## src/design/hdwr_pkg.sv

```systemverilog
`default_nettype none

package hdwr_pkg;

    // Band state codes, as seen on the band_state_out port
    typedef enum logic [2:0] {
        BS_NORMAL    = 3'd0,
        BS_OUTSIDE   = 3'd1,
        BS_SHIFTED   = 3'd2,
        BS_RAMP_UP   = 3'd3,
        BS_RAMP_DOWN = 3'd4
    } t_band_state;

    // Outcome of one pass of the transition rules
    typedef struct packed {
        t_band_state state;
        logic        tripped_high;
        logic        changed;
    } t_pass;

    // Configuration register indexes
    localparam int REG_IDX_W = 3;
    localparam logic [REG_IDX_W-1:0] REG_REST_LEVEL      = 3'd0;
    localparam logic [REG_IDX_W-1:0] REG_BAND_HIGH       = 3'd1;
    localparam logic [REG_IDX_W-1:0] REG_BAND_LOW        = 3'd2;
    localparam logic [REG_IDX_W-1:0] REG_RAMP_UP_WIDTH   = 3'd3;
    localparam logic [REG_IDX_W-1:0] REG_RAMP_DOWN_WIDTH = 3'd4;
    localparam logic [REG_IDX_W-1:0] REG_RELEASE_HIGH    = 3'd5;
    localparam logic [REG_IDX_W-1:0] REG_RELEASE_LOW     = 3'd6;
    localparam logic [REG_IDX_W-1:0] REG_SHIFT_MODE      = 3'd7;

    // Upper bound on rule passes per sample
    localparam int MAX_PASSES = 8;

endpackage

`default_nettype wire

```

## src/design/hdwr_addsub.sv

```systemverilog
`default_nettype none

// Shared adder/subtractor used by every arithmetic step of the mapping sequence
module hdwr_addsub #(
    parameter int AW = 35
) (
    input  wire logic [AW-1:0] i_a,
    input  wire logic [AW-1:0] i_b,
    input  wire logic          i_sub,
    output logic      [AW-1:0] o_y
);

    // Add or subtract, wrapping at AW bits
    assign o_y = i_sub ? (i_a - i_b) : (i_a + i_b);

endmodule

`default_nettype wire

```

## src/design/hdwr_rules.sv

```systemverilog
`default_nettype none

// One pass of the band transition rules
module hdwr_rules #(
    parameter int W = 32
) (
    input  wire logic [W-1:0]           i_sample,
    input  wire logic [W-1:0]           i_band_high,
    input  wire logic [W-1:0]           i_band_low,
    input  wire logic [W-1:0]           i_release_high,
    input  wire logic [W-1:0]           i_release_low,
    input  wire logic [W-2:0]           i_ramp_up_width,
    input  wire logic [W-2:0]           i_ramp_down_width,
    input  wire logic                   i_shift_mode,
    input  wire hdwr_pkg::t_band_state  i_state,
    input  wire logic                   i_tripped_high,
    output hdwr_pkg::t_pass             o_pass
);

    logic signed [W:0] s;
    logic signed [W:0] bh;
    logic signed [W:0] bl;
    logic signed [W:0] rh;
    logic signed [W:0] rl;
    logic signed [W:0] ruw;
    logic signed [W:0] rdw;
    logic signed [W:0] w_act;
    logic signed [W:0] rh_deep;
    logic signed [W:0] rl_deep;
    logic signed [W:0] bh_far;
    logic signed [W:0] bl_far;
    logic              above_high;
    logic              below_low;
    logic              release_cross;
    logic              deep;

    // Widen by one bit so that thresholds plus widths cannot wrap
    assign s   = {i_sample[W-1], i_sample};
    assign bh  = {i_band_high[W-1], i_band_high};
    assign bl  = {i_band_low[W-1], i_band_low};
    assign rh  = {i_release_high[W-1], i_release_high};
    assign rl  = {i_release_low[W-1], i_release_low};
    assign ruw = {2'b00, i_ramp_up_width};
    assign rdw = {2'b00, i_ramp_down_width};

    assign w_act   = (i_state == hdwr_pkg::BS_RAMP_UP) ? ruw : rdw;
    assign rh_deep = rh - rdw;
    assign rl_deep = rl + rdw;
    assign bh_far  = bh + w_act;
    assign bl_far  = bl - w_act;

    assign above_high    = s > bh;
    assign below_low     = s < bl;
    assign release_cross = i_tripped_high ? (s < rh) : (s > rl);
    assign deep          = i_tripped_high ? (s < rh_deep) : (s > rl_deep);

    // Pick the next state for the current one
    always_comb begin
        o_pass.state        = i_state;
        o_pass.tripped_high = i_tripped_high;
        o_pass.changed      = 1'b0;
        case (i_state)
            hdwr_pkg::BS_OUTSIDE: begin
                if (release_cross) begin
                    if ((|i_ramp_down_width) && !deep) begin
                        o_pass.state = hdwr_pkg::BS_RAMP_DOWN;
                    end else begin
                        o_pass.state   = hdwr_pkg::BS_NORMAL;
                        o_pass.changed = 1'b1;
                    end
                end
            end
            hdwr_pkg::BS_SHIFTED: begin
                if ((s < bh) && (s > bl)) begin
                    o_pass.state   = hdwr_pkg::BS_NORMAL;
                    o_pass.changed = 1'b1;
                end
            end
            hdwr_pkg::BS_RAMP_UP, hdwr_pkg::BS_RAMP_DOWN: begin
                if (i_tripped_high) begin
                    if (s > bh_far) begin
                        o_pass.state = hdwr_pkg::BS_OUTSIDE;
                    end else if (s < bh) begin
                        o_pass.state   = hdwr_pkg::BS_NORMAL;
                        o_pass.changed = 1'b1;
                    end
                end else begin
                    if (s < bl_far) begin
                        o_pass.state = hdwr_pkg::BS_OUTSIDE;
                    end else if (s > bl) begin
                        o_pass.state   = hdwr_pkg::BS_NORMAL;
                        o_pass.changed = 1'b1;
                    end
                end
            end
            default: begin
                o_pass.state = hdwr_pkg::BS_NORMAL;
                if (above_high || below_low) begin
                    o_pass.changed      = 1'b1;
                    o_pass.tripped_high = above_high;
                    if (i_shift_mode) begin
                        o_pass.state = hdwr_pkg::BS_SHIFTED;
                    end else if (|i_ramp_up_width) begin
                        o_pass.state = hdwr_pkg::BS_RAMP_UP;
                    end else begin
                        o_pass.state = hdwr_pkg::BS_OUTSIDE;
                    end
                end
            end
        endcase
    end

endmodule

`default_nettype wire

```

## src/design/hysteretic_deadband_with_ramps.sv

```systemverilog
`default_nettype none

// Deadband with hysteresis and ramp regions on signed fixed-point samples. One sample is
// taken at a time: the transition rules run one pass a cycle (at most eight passes) until
// the band state settles, and the sample is then mapped to the rest level, itself, a
// shifted value or a linear ramp. All arithmetic of the mapping goes through one shared
// adder. A sample that ends inside, outside or in a transparent block finishes soonest,
// a shifted result later; a ramp result takes longest, set by the bit-serial multiply
// (DATA_WIDTH+1 steps) and the restoring divide (2*DATA_WIDTH+2 steps) through that
// adder. The finished result sits in an output register, so the next sample may be
// accepted while it waits to be taken. Configuration is written by index and must only
// change while the block is idle.
module hysteretic_deadband_with_ramps #(
    parameter int DATA_WIDTH = 32
) (
    input  wire logic                           i_clk,
    input  wire logic                           i_rst_n,
    // Sample channel
    input  wire logic                           i_sample_valid,
    output logic                                o_sample_ready,
    input  wire logic [DATA_WIDTH-1:0]          i_sample,
    // Result channel
    output logic                                o_result_valid,
    input  wire logic                           i_result_ready,
    output logic      [DATA_WIDTH-1:0]          o_mapped_value,
    output logic      [2:0]                     o_band_state_out,
    output logic                                o_state_changed,
    // Configuration write port
    input  wire logic                           i_cfg_we,
    input  wire logic [hdwr_pkg::REG_IDX_W-1:0] i_cfg_index,
    input  wire logic [DATA_WIDTH-1:0]          i_cfg_data
);

    localparam int W  = DATA_WIDTH;
    localparam int MW = W + 1;          // magnitude width of multiply operands
    localparam int AW = W + 3;          // width of the shared adder
    localparam int PW = 2 * MW;         // product / quotient width
    localparam int CW = $clog2(PW + 1);

    typedef enum logic [3:0] {
        ST_IDLE,
        ST_PASS,
        ST_MAP,
        ST_T,
        ST_SHV,
        ST_B,
        ST_A,
        ST_ABSA,
        ST_ABSB,
        ST_MUL,
        ST_DIV,
        ST_FIN,
        ST_DONE
    } t_seq_state;

    // Configuration registers
    logic [W-1:0] r_rest_level;
    logic [W-1:0] r_band_high;
    logic [W-1:0] r_band_low;
    logic [W-2:0] r_ramp_up_width;
    logic [W-2:0] r_ramp_down_width;
    logic [W-1:0] r_release_high;
    logic [W-1:0] r_release_low;
    logic         r_shift_mode;

    // Sequencer and data path
    t_seq_state            r_state;
    hdwr_pkg::t_band_state r_band_state;
    logic                  r_tripped_high;
    logic [W-1:0]          r_s;
    logic                  r_chg;
    logic [CW-1:0]         r_cnt;
    logic                  r_sel;
    logic                  r_neg;
    logic [AW-1:0]         r_t;
    logic [AW-1:0]         r_a;
    logic [AW-1:0]         r_b;
    logic [AW-1:0]         r_v;
    logic [PW-1:0]         r_prod;
    logic [W-2:0]          r_rem;

    // Output register
    logic         r_out_valid;
    logic [W-1:0] r_mapped;
    logic [2:0]   r_state_out;
    logic         r_changed;

    hdwr_pkg::t_pass pass;
    logic [AW-1:0]   alu_a;
    logic [AW-1:0]   alu_b;
    logic            alu_sub;
    logic [AW-1:0]   alu_y;
    logic [AW-1:0]   s_x;
    logic [AW-1:0]   rest_x;
    logic [AW-1:0]   bh_x;
    logic [AW-1:0]   bl_x;
    logic [W-2:0]    w_cur;
    logic [AW-1:0]   w_x;
    logic [W-1:0]    div_rs;
    logic [MW:0]     q_mag;
    logic [AW-1:0]   q_x;
    logic            transparent;
    logic [W-1:0]    v_sat;

    // Rule evaluation
    hdwr_rules #(
        .W (W)
    ) u_rules (
        .i_sample          (r_s),
        .i_band_high       (r_band_high),
        .i_band_low        (r_band_low),
        .i_release_high    (r_release_high),
        .i_release_low     (r_release_low),
        .i_ramp_up_width   (r_ramp_up_width),
        .i_ramp_down_width (r_ramp_down_width),
        .i_shift_mode      (r_shift_mode),
        .i_state           (r_band_state),
        .i_tripped_high    (r_tripped_high),
        .o_pass            (pass)
    );

    // Shared arithmetic unit
    hdwr_addsub #(
        .AW (AW)
    ) u_addsub (
        .i_a   (alu_a),
        .i_b   (alu_b),
        .i_sub (alu_sub),
        .o_y   (alu_y)
    );

    // Widened operands
    assign s_x    = {{(AW-W){r_s[W-1]}}, r_s};
    assign rest_x = {{(AW-W){r_rest_level[W-1]}}, r_rest_level};
    assign bh_x   = {{(AW-W){r_band_high[W-1]}}, r_band_high};
    assign bl_x   = {{(AW-W){r_band_low[W-1]}}, r_band_low};
    assign w_cur  = (r_band_state == hdwr_pkg::BS_RAMP_UP) ? r_ramp_up_width
                                                            : r_ramp_down_width;
    assign w_x    = {{(AW-W+1){1'b0}}, w_cur};
    assign div_rs = {r_rem, r_prod[PW-1]};

    // Clamp the quotient at 2^(W+1); anything that large saturates anyway
    assign q_mag = (|r_prod[PW-1:MW]) ? {1'b1, {MW{1'b0}}} : {1'b0, r_prod[MW-1:0]};
    assign q_x   = {{(AW-MW-1){1'b0}}, q_mag};

    assign transparent = !($signed(r_band_low) < $signed(r_band_high));

    // Saturate the mapped value to the output width
    always_comb begin
        if ((&r_v[AW-1:W-1]) || !(|r_v[AW-1:W-1])) begin
            v_sat = r_v[W-1:0];
        end else if (r_v[AW-1]) begin
            v_sat = {1'b1, {(W-1){1'b0}}};
        end else begin
            v_sat = {1'b0, {(W-1){1'b1}}};
        end
    end

    // Steer the shared adder for the current step
    always_comb begin
        alu_a   = '0;
        alu_b   = '0;
        alu_sub = 1'b0;
        case (r_state)
            ST_T: begin
                alu_a   = r_sel ? bh_x : rest_x;
                alu_b   = r_sel ? rest_x : bl_x;
                alu_sub = 1'b1;
            end
            ST_SHV: begin
                alu_a   = s_x;
                alu_b   = r_t;
                alu_sub = r_sel;
            end
            ST_B: begin
                alu_a = r_t;
                alu_b = w_x;
            end
            ST_A: begin
                alu_a   = r_sel ? s_x : bl_x;
                alu_b   = r_sel ? bh_x : s_x;
                alu_sub = 1'b1;
            end
            ST_ABSA: begin
                alu_a   = r_a[AW-1] ? '0 : r_a;
                alu_b   = r_a[AW-1] ? r_a : '0;
                alu_sub = r_a[AW-1];
            end
            ST_ABSB: begin
                alu_a   = r_b[AW-1] ? '0 : r_b;
                alu_b   = r_b[AW-1] ? r_b : '0;
                alu_sub = r_b[AW-1];
            end
            ST_MUL: begin
                alu_a = {{(AW-MW){1'b0}}, r_prod[PW-1:MW]};
                alu_b = r_prod[0] ? {{(AW-MW){1'b0}}, r_b[MW-1:0]} : '0;
            end
            ST_DIV: begin
                alu_a   = {{(AW-W){1'b0}}, div_rs};
                alu_b   = w_x;
                alu_sub = 1'b1;
            end
            ST_FIN: begin
                alu_a   = rest_x;
                alu_b   = q_x;
                alu_sub = !(r_sel ^ r_neg);
            end
            default: begin
                alu_a   = '0;
                alu_b   = '0;
                alu_sub = 1'b0;
            end
        endcase
    end

    // Configuration writes
    always_ff @(posedge i_clk) begin
        if (!i_rst_n) begin
            r_rest_level      <= '0;
            r_band_high       <= '0;
            r_band_low        <= '0;
            r_ramp_up_width   <= '0;
            r_ramp_down_width <= '0;
            r_release_high    <= '1;
            r_release_low     <= {{(W-1){1'b0}}, 1'b1};
            r_shift_mode      <= 1'b0;
        end else if (i_cfg_we) begin
            case (i_cfg_index)
                hdwr_pkg::REG_REST_LEVEL:      r_rest_level      <= i_cfg_data;
                hdwr_pkg::REG_BAND_HIGH:       r_band_high       <= i_cfg_data;
                hdwr_pkg::REG_BAND_LOW:        r_band_low        <= i_cfg_data;
                hdwr_pkg::REG_RAMP_UP_WIDTH:   r_ramp_up_width   <= i_cfg_data[W-2:0];
                hdwr_pkg::REG_RAMP_DOWN_WIDTH: r_ramp_down_width <= i_cfg_data[W-2:0];
                hdwr_pkg::REG_RELEASE_HIGH:    r_release_high    <= i_cfg_data;
                hdwr_pkg::REG_RELEASE_LOW:     r_release_low     <= i_cfg_data;
                hdwr_pkg::REG_SHIFT_MODE:      r_shift_mode      <= i_cfg_data[0];
                default: begin
                end
            endcase
        end
    end

    // Sequencer, data path and output register
    always_ff @(posedge i_clk) begin
        if (!i_rst_n) begin
            r_state        <= ST_IDLE;
            r_band_state   <= hdwr_pkg::BS_NORMAL;
            r_tripped_high <= 1'b0;
            r_out_valid    <= 1'b0;
        end else begin
            // Drop the result once it has been transferred
            if (r_out_valid && i_result_ready && (r_state != ST_DONE)) begin
                r_out_valid <= 1'b0;
            end

            case (r_state)
                ST_IDLE: begin
                    if (i_sample_valid) begin
                        r_s     <= i_sample;
                        r_chg   <= 1'b0;
                        r_cnt   <= '0;
                        r_state <= ST_PASS;
                    end
                end
                ST_PASS: begin
                    if (transparent) begin
                        r_v     <= s_x;
                        r_state <= ST_DONE;
                    end else begin
                        r_band_state   <= pass.state;
                        r_tripped_high <= pass.tripped_high;
                        r_chg          <= r_chg | pass.changed;
                        r_cnt          <= r_cnt + 1'b1;
                        if ((pass.state == r_band_state) ||
                            (r_cnt == CW'(hdwr_pkg::MAX_PASSES - 1))) begin
                            r_state <= ST_MAP;
                        end
                    end
                end
                ST_MAP: begin
                    r_sel <= $signed(r_s) > $signed(r_rest_level);
                    case (r_band_state)
                        hdwr_pkg::BS_NORMAL: begin
                            r_v     <= rest_x;
                            r_state <= ST_DONE;
                        end
                        hdwr_pkg::BS_OUTSIDE: begin
                            r_v     <= s_x;
                            r_state <= ST_DONE;
                        end
                        hdwr_pkg::BS_SHIFTED: begin
                            r_state <= ST_T;
                        end
                        default: begin
                            if (w_cur == '0) begin
                                r_v     <= s_x;
                                r_state <= ST_DONE;
                            end else begin
                                r_state <= ST_T;
                            end
                        end
                    endcase
                end
                ST_T: begin
                    r_t     <= alu_y;
                    r_state <= (r_band_state == hdwr_pkg::BS_SHIFTED) ? ST_SHV : ST_B;
                end
                ST_SHV: begin
                    r_v     <= alu_y;
                    r_state <= ST_DONE;
                end
                ST_B: begin
                    r_b     <= alu_y;
                    r_state <= ST_A;
                end
                ST_A: begin
                    r_a     <= alu_y;
                    r_state <= ST_ABSA;
                end
                ST_ABSA: begin
                    r_neg   <= r_a[AW-1];
                    r_a     <= alu_y;
                    r_state <= ST_ABSB;
                end
                ST_ABSB: begin
                    r_neg   <= r_neg ^ r_b[AW-1];
                    r_b     <= alu_y;
                    r_prod  <= {{MW{1'b0}}, r_a[MW-1:0]};
                    r_cnt   <= '0;
                    r_state <= ST_MUL;
                end
                ST_MUL: begin
                    // Shift-and-add, one multiplier bit a cycle
                    r_prod <= {alu_y[MW:0], r_prod[MW-1:1]};
                    if (r_cnt == CW'(MW - 1)) begin
                        r_cnt   <= '0;
                        r_rem   <= '0;
                        r_state <= ST_DIV;
                    end else begin
                        r_cnt <= r_cnt + 1'b1;
                    end
                end
                ST_DIV: begin
                    // Restoring division, one quotient bit a cycle
                    if (!alu_y[AW-1]) begin
                        r_rem  <= alu_y[W-2:0];
                        r_prod <= {r_prod[PW-2:0], 1'b1};
                    end else begin
                        r_rem  <= div_rs[W-2:0];
                        r_prod <= {r_prod[PW-2:0], 1'b0};
                    end
                    r_cnt <= r_cnt + 1'b1;
                    if (r_cnt == CW'(PW - 1)) begin
                        r_state <= ST_FIN;
                    end
                end
                ST_FIN: begin
                    r_v     <= alu_y;
                    r_state <= ST_DONE;
                end
                ST_DONE: begin
                    // Hold until the output register is free
                    if (!r_out_valid || i_result_ready) begin
                        r_out_valid <= 1'b1;
                        r_mapped    <= v_sat;
                        r_state_out <= r_band_state;
                        r_changed   <= r_chg;
                        r_state     <= ST_IDLE;
                    end
                end
                default: begin
                    r_state <= ST_IDLE;
                end
            endcase
        end
    end

    assign o_sample_ready   = (r_state == ST_IDLE);
    assign o_result_valid   = r_out_valid;
    assign o_mapped_value   = r_mapped;
    assign o_band_state_out = r_state_out;
    assign o_state_changed  = r_changed;

endmodule

`default_nettype wire
```

## config.mk

```make
export PLATFORM = sky130hd
export DESIGN_NAME = hysteretic_deadband_with_ramps
export DESIGN_NICKNAME = d
export VERILOG_FILES = /design/src/design/hdwr_pkg.sv /design/src/design/hdwr_addsub.sv /design/src/design/hdwr_rules.sv /design/src/design/hysteretic_deadband_with_ramps.sv
export SDC_FILE = /design/constraint.sdc
export NUM_CORES = 2
export LEC_CHECK = 0
export BUFFER_PORTS_ARGS = -buffer_cell sky130_fd_sc_hd__buf_2
export CAP_MARGIN = 25
export CORE_MARGIN = 1
export CORE_UTILIZATION = 35
export CTS_BUF_LIST = sky130_fd_sc_hd__clkbuf_16
export CTS_CLUSTER_DIAMETER = 50
export DETAILED_ROUTE_END_ITERATION = 6
export PLACE_DENSITY = 0.58
export SLEW_MARGIN = 15
export SYNTH_ARGS = -nofsm -noshare
export SYNTH_HDL_FRONTEND = slang
export SYNTH_SLANG_ARGS = --single-unit
```

## constraint.sdc

```tcl
create_clock -name i_clk -period 7.9 [get_ports i_clk]
set_input_delay 0.395 -clock i_clk [delete_from_list [all_inputs] [get_ports i_clk]]
set_output_delay 0.395 -clock i_clk [all_outputs]
set_load 0.005 [all_outputs]
```

Yosys cells after proc, flatten, opt, wreduce, memory -nomap -nowiden --
Index checks and enable logic that the tools add are counted.
Operators by class: add/subtract/negate cells 7, equality and inequality tests 37, muxes and demuxes 71, reduce and logical (&&, ||, !) cells 58, bitwise logic cells 4, order comparisons 12
Operators by type and width (number):
- $mux W35 | 9
- $pmux W35 S9 | 1
- $pmux W35 S8 | 1
- $pmux W35 S3 | 2
- $pmux W66 S3 | 1
- $gt A32 B32 Y1 | 4
- $lt A32 B32 Y1 | 4
- $mux W31 | 4
- $mux W34 | 3
- $add A32 B32 Y33 | 2
- $gt A32 B33 Y1 | 2
- $lt A32 B33 Y1 | 2
- $sub A32 B32 Y33 | 2
- $mux W32 | 2
- $pmux W31 S2 | 1
- $reduce_or A31 Y1 | 2
- $pmux W4 S12 | 1
- $add A35 B35 Y35 | 1
- $pmux W7 S5 | 1
- $sub A35 B35 Y35 | 1
- $mux W33 | 1
- $reduce_or A33 Y1 | 1
- $logic_not A31 Y1 | 1
- $reduce_and A2 Y1 | 15
- other kinds (44) | 125
Storage, ports and cells: logic and storage cells 215, register bits 547, output and inout bits 38

Logic depth before layout (Yosys ltp) --
depth after elaboration 13, depth in mapped cells 33, mapped depth without buffers 29

Cells and area by module --
Synthesis repeated with hierarchy kept, for this count alone.
Unflattened totals: cell total of the unflattened synthesis 4763, area total of the unflattened synthesis 41335.9 µm²
By module, submodules not included:
- hysteretic_deadband_with_ramps | seq. area each 14103.5 µm², instances 1, cells an instance 2699, area each 26068.8 µm²
- hdwr_rules | seq. area each 0.0 µm², instances 1, cells an instance 1677, area each 12624.6 µm²
- hdwr_addsub | seq. area each 0.0 µm², instances 1, cells an instance 387, area each 2642.5 µm²

Worst setup path after synthesis --
OpenSTA, ideal clock, no wires.
kind register -> register, from register r_band_state[1], to register r_state[1], buffers on the path 4, cell stages (with the launch flop) 31, data required time 7785 ps, arrival 6436 ps, setup slack 1349 ps, cells stage by stage dfxtp_1 buf_4 nand3b_4 buf_6 buf_6 buf_2 mux2i_1 inv_1 fa_1 o21ai_0 a311oi_1 a211oi_1 o21ai_0 a31oi_1 a41oi_1 a211o_1 o21a_1 o21ai_0 xnor2_1 ha_1 nand4_1 nor2_1 nand3b_1 or4_1 o221a_2 and3_1 or2_2 a211oi_1 a2111oi_0 o31a_1 o21a_1
On the way: word-level cells in the longest chain between the ends 11, elaborated cells between the ends (all ways) 29, those cells by class 2 x add/sub; 2 x order compare; 6 x eq/ne; 13 x mux; 6 x reduce/logical
Ends and longest elaborated chain:
- start: declaration | line hysteretic_deadband_with_ramps.sv:68 | hdwr_pkg::t_band_state r_band_state;
- start signal: assignment | line hysteretic_deadband_with_ramps.sv:247 | r_band_state <= hdwr_pkg::BS_NORMAL;
- start signal: assignment | line hysteretic_deadband_with_ramps.sv:270 | r_band_state <= pass.state;
- $eq A3 B2 Y1 | line hdwr_rules.sv:46, hdwr_rules.sv:62, hysteretic_deadband_with_ramps.sv:137
- $mux W31 | line hdwr_rules.sv:46, hysteretic_deadband_with_ramps.sv:137
- $sub A32 B32 Y33 or $add A32 B32 Y33 (tied branches) | line hdwr_rules.sv:50, hdwr_rules.sv:49
- $lt A32 B33 Y1 or $gt A32 B33 Y1 (tied branches) | line hdwr_rules.sv:88, hdwr_rules.sv:81
- $mux W3, on equally long branches | line hdwr_rules.sv:88, hdwr_rules.sv:81
- $mux W3 | line hdwr_rules.sv:80 | if (i_tripped_high) begin
- $pmux W3 S3 | line hdwr_rules.sv:62 | case (i_state)
- $eq A3 B3 Y1 | line hysteretic_deadband_with_ramps.sv:274 | if ((pass.state == r_band_state) ||
- $logic_or A1 B1 Y1 | line hysteretic_deadband_with_ramps.sv:274
- $ne A3 B3 Y1 (no line)
- $reduce_and A5 Y1 (no line)
- end signal: assignment | line hysteretic_deadband_with_ramps.sv:306 | r_state <= (r_band_state == hdwr_pkg::BS_SHIFTED) ? ST_SHV : ST_B;
- end: declaration | line hysteretic_deadband_with_ramps.sv:67 | t_seq_state r_state;
Several ways; a longest one is shown, not always the timed one. A chain may end at the register's enable or synchronous reset.

Worst setup path in the final report --
from register r_state[2], to register r_v[30] (data pin)
On the way: word-level cells in the longest chain between the ends 6, elaborated cells between the ends (all ways) 21, those cells by class 2 x add/sub; 11 x eq/ne; 5 x mux; 3 x reduce/logical
Ends and longest elaborated chain:
- $eq A4 B4 Y1 or $eq A4 B3 Y1 (tied branches) | line hysteretic_deadband_with_ramps.sv:164 | case (r_state)
- $reduce_or A2 Y1 (no line)
- $pmux W35 S8 | line hysteretic_deadband_with_ramps.sv:164
- $add A35 B35 Y35 or $sub A35 B35 Y35 (tied branches) | line hdwr_addsub.sv:14 | assign o_y = i_sub ? (i_a - i_b) : (i_a + i_b);
- $mux W35 | line hdwr_addsub.sv:14
- $pmux W35 S3 (*) | line hysteretic_deadband_with_ramps.sv:256 | case (r_state)
- end signal: assignment | line hysteretic_deadband_with_ramps.sv:284 | r_v <= rest_x;
- end signal: assignment | line hysteretic_deadband_with_ramps.sv:309 | r_v <= alu_y;
- end signal: assignment | line hysteretic_deadband_with_ramps.sv:358 | r_v <= alu_y;
- end: declaration | line hysteretic_deadband_with_ramps.sv:78 | logic [AW-1:0] r_v;
Every way passes the cells marked *; elsewhere a longest branch is shown, timed or not.

==> flow_summary.ini <==
[sta]
fin_ws_ns = 0.459
slew_headroom = 0.253
setup_violations = 0
fmax_ghz = 0.134
min_period_ns = 7.44
rsz0062_at_grt = false
slew_viol_final = 0
worstMarginPinSlew_ns = 1.11
finalClockSkew_ns = 0.0389
hold_viol = 0
finalSetupTns_ns = 0
fin_crit_sh = 0.942

[drt]
totalWireLength_um = 154000
firstDrtPassIters = 7
routedWlPerCell_um = 23.9
vias_per_cell = 5.81
drt-initial-drc-count = 4093
remaining_drc_errors = 3
postRouteAntennaNets = 0
vias = 37376

[critical_path]
startpoint_type = register
cp-end-kind = register
critPathKind = register to register
slowest_delay_ns = 0.79
critPathSlowestCell = a2111oi_0
cp.arrival_ns = 7.79
cp.required_ns = 8.25
crit_path_cell_trace = and4bb_4 > nor2_4 > nor2_1 > a2111oi_0 > a21boi_0 > and3_1 > and4_1 > nand2_1 > nand2_1 > xnor2_1 > ha_1 > a21o_1 > a21o_1 > a21oi_1 > o21ai_0 > a21oi_1 > o31a_1 > o2bb2ai_1 > mux2i_1 > nor4_1 > o21ai_0
cp_max_fo = 17

[die]
start_util = 0.353
coreArea_um2 = 116000
ios = 110
die_y_um = 344
die_width_um = 344
core.rowCount = 125
die_area_um2 = 119000

[power_and_ir_drop]
clockPowerShare = 0.274
vdd_drop_max_mv = 0.291
intPower_uw = 8430
power_density_nw_per_um2 = 309
p_leak_uw = 0.0193
p_switching_uw = 6080
pwr-share-comb = 0.440
power.share.sequential = 0.286
power_switching_share = 0.419
total_power_uw = 14500

[clock_tree]
cts_root_buf = clkbuf_16
clock-sinks = 547
clock_path_buffers = 3
cts_made_buffers = 88
h-tree-depth = 3
cts_tree = done
clk_latency_ns = 0.68
ctsResizeCount = 0
path_clk_slew_ns = 0.06

[synth]
yosysSeqAreaShare = 0.344
ys_top_cells_by_area = edfxtp_1 (23%), ha_1 (15%), dfxtp_1 (11%), nand2_1 (7.7%), a21oi_1 (5.6%)
async_flop_share = 0
synth_area_leader_cell = edfxtp_1
synthesis.nets = 5243
synthFlopType = edfxtp_1
synth_area_per_cell_um2 = 8.75
ys_types = 105
syn_area_um2 = 41000
synth-edff-count = 315
synth-seq-cells = 547
yosysTopAreaCellShare = 0.231
synthCells = 4685
synth_warnings = 0

[global_route]
grt_max_degree = 67
grt-ovfl-total = 0
grt_pass1_vias = 34886
grt.total_usage = 0.254
grt_pass1_wl_um = 227000
antenna_found_initial = 9

[run]
max-cap-violations = 0

[finish]
layout_commonest_cell = nand2_1
fillers = 11587
final_nets = 5386
layout_common_cells = nand2_1 (846), ha_1 (481), a21oi_1 (458)
syn2layout_area_growth_pct = 14.5
drive_above_1_share = 0.0957

[min_path]
hold_class = input port to register

[outcome]
violations = design-rule violations
status = finished with violations

[placement]
routabilityCongestion = 0.977
place_hpwl_um = 117000
pre_cts_slack_ns = 0.689
place.port_buffers = 109
-- worst paths after layout --
| path | from | depth (start not counted) | to | slack [ns] |
|---|---|---|---|---|
| worst max register to register | r_state[2]$_SDFFE_PN0P_ | 21 | r_v[30]$_DFFE_PP_ | 0.46 |
| worst max-delay path | r_state[2]$_SDFFE_PN0P_ | 21 | r_v[30]$_DFFE_PP_ | 0.46 |
| worst min-delay path | i_cfg_data[1] | 3 | r_rest_level[1]$_SDFFE_PN0P_ | 0.06 |
| worst min register to register | r_ramp_up_width[30]$_SDFFE_PN0P_ | 2 | r_ramp_up_width[30]$_SDFFE_PN0P_ | 0.47 |
-- cell usage after synthesis (all sizes together), types with 47 or more instances --
cell type / instances
buf: 56
edfxtp: 315
nor2: 183
mux2i: 123
nand2: 846
a21o: 132
inv: 285
dfxtp: 232
nand3: 73
o211ai: 63
a22oi: 88
xnor2: 91
a22o: 64
nor2b: 54
ha: 481
a21oi: 462
nor3: 54
nand4: 103
o21ai: 171
clkbuf: 155
xor2: 95
nor4: 47
-- registers in the layout, summed over array words and instances, names as in the netlist, 31 cells and up --
name and cells:
r_prod 66, r_a 35, r_b 35, r_t 35
r_v 35, o_mapped_value 32, r_band_high 32, r_band_low 32
r_release_high 32, r_release_low 32, r_rest_level 32, r_s 32
r_ramp_down_width 31, r_ramp_up_width 31, r_rem 31
-- through the flow --
step	hold WS, ns	std cells	util	cell area, um2
global placement	0.454	6227	0.375	43600
CTS	0.0336	6423	0.403	46900
floorplan	0.409	4685	-	41000
global route	0.0610	6428	0.404	46900
finish	0.0615	6429	0.404	46900
detailed placement	0.463	6228	0.375	43600
-- metal layers --
layer  global-route usage  part of all wire
met5                    0           0.00014
met4                0.114             0.046
met3               0.0372             0.071
met2                0.404              0.45
met1                0.340              0.43
-- final cells by class --
| cell class | count | area [um2] | share of cell area |
|---|---|---|---|
| inverter | 285 | 1070 | 0.0229 |
| clock buffer | 94 | 2350 | 0.0501 |
| antenna | 4 | 10.0 | 0.000213 |
| timing repair buffer | 264 | 1850 | 0.0395 |
| clock inverter | 69 | 633 | 0.0135 |
| tap | 1524 | 1910 | 0.0406 |
| sequential | 547 | 14100 | 0.300 |
| multi-input combinational | 3642 | 25000 | 0.533 |
-- power groups by stage --
stage / logic (uW) / registers [uW] / clock network (uW)
finish: 6390 / 4150 / 3970
global route: 6910 / 4170 / 4150
CTS: 6280 / 4140 / 4030
detailed placement: 6220 / 4200 / 0
global placement: 6200 / 4200 / 0
floorplan: 4240 / 4120 / 0
-- what timing repair did --
item	CTS	global route
buffers inserted	0	0
hold buffers	32	0
hold endpoints to repair	32	0
-- logic make-up after synthesis --
kind of cell / count (synthesis) / synth area share
buf+inv: 496 / 0.0500
fa+ha+maj: 487 / 0.149
compound gates: 1322 / 0.214
flops: 547 / 0.344
mux: 135 / 0.0334
simple gates: 1512 / 0.169
xor+xnor: 186 / 0.0401
-- worst max-delay path: cells and delay by family (launching register included) --
kind,cells,cell delay [ns]
AO/OA/AOI/OAI,10,3.13
XOR/XNOR,1,0.12
adder cells (fa/ha/maj),1,0.30
flip-flops,1,0.57
multiplexers,1,0.15
AND/OR/NAND/NOR,8,2.81
No activity file was read; power rests on OpenSTA's default activity.
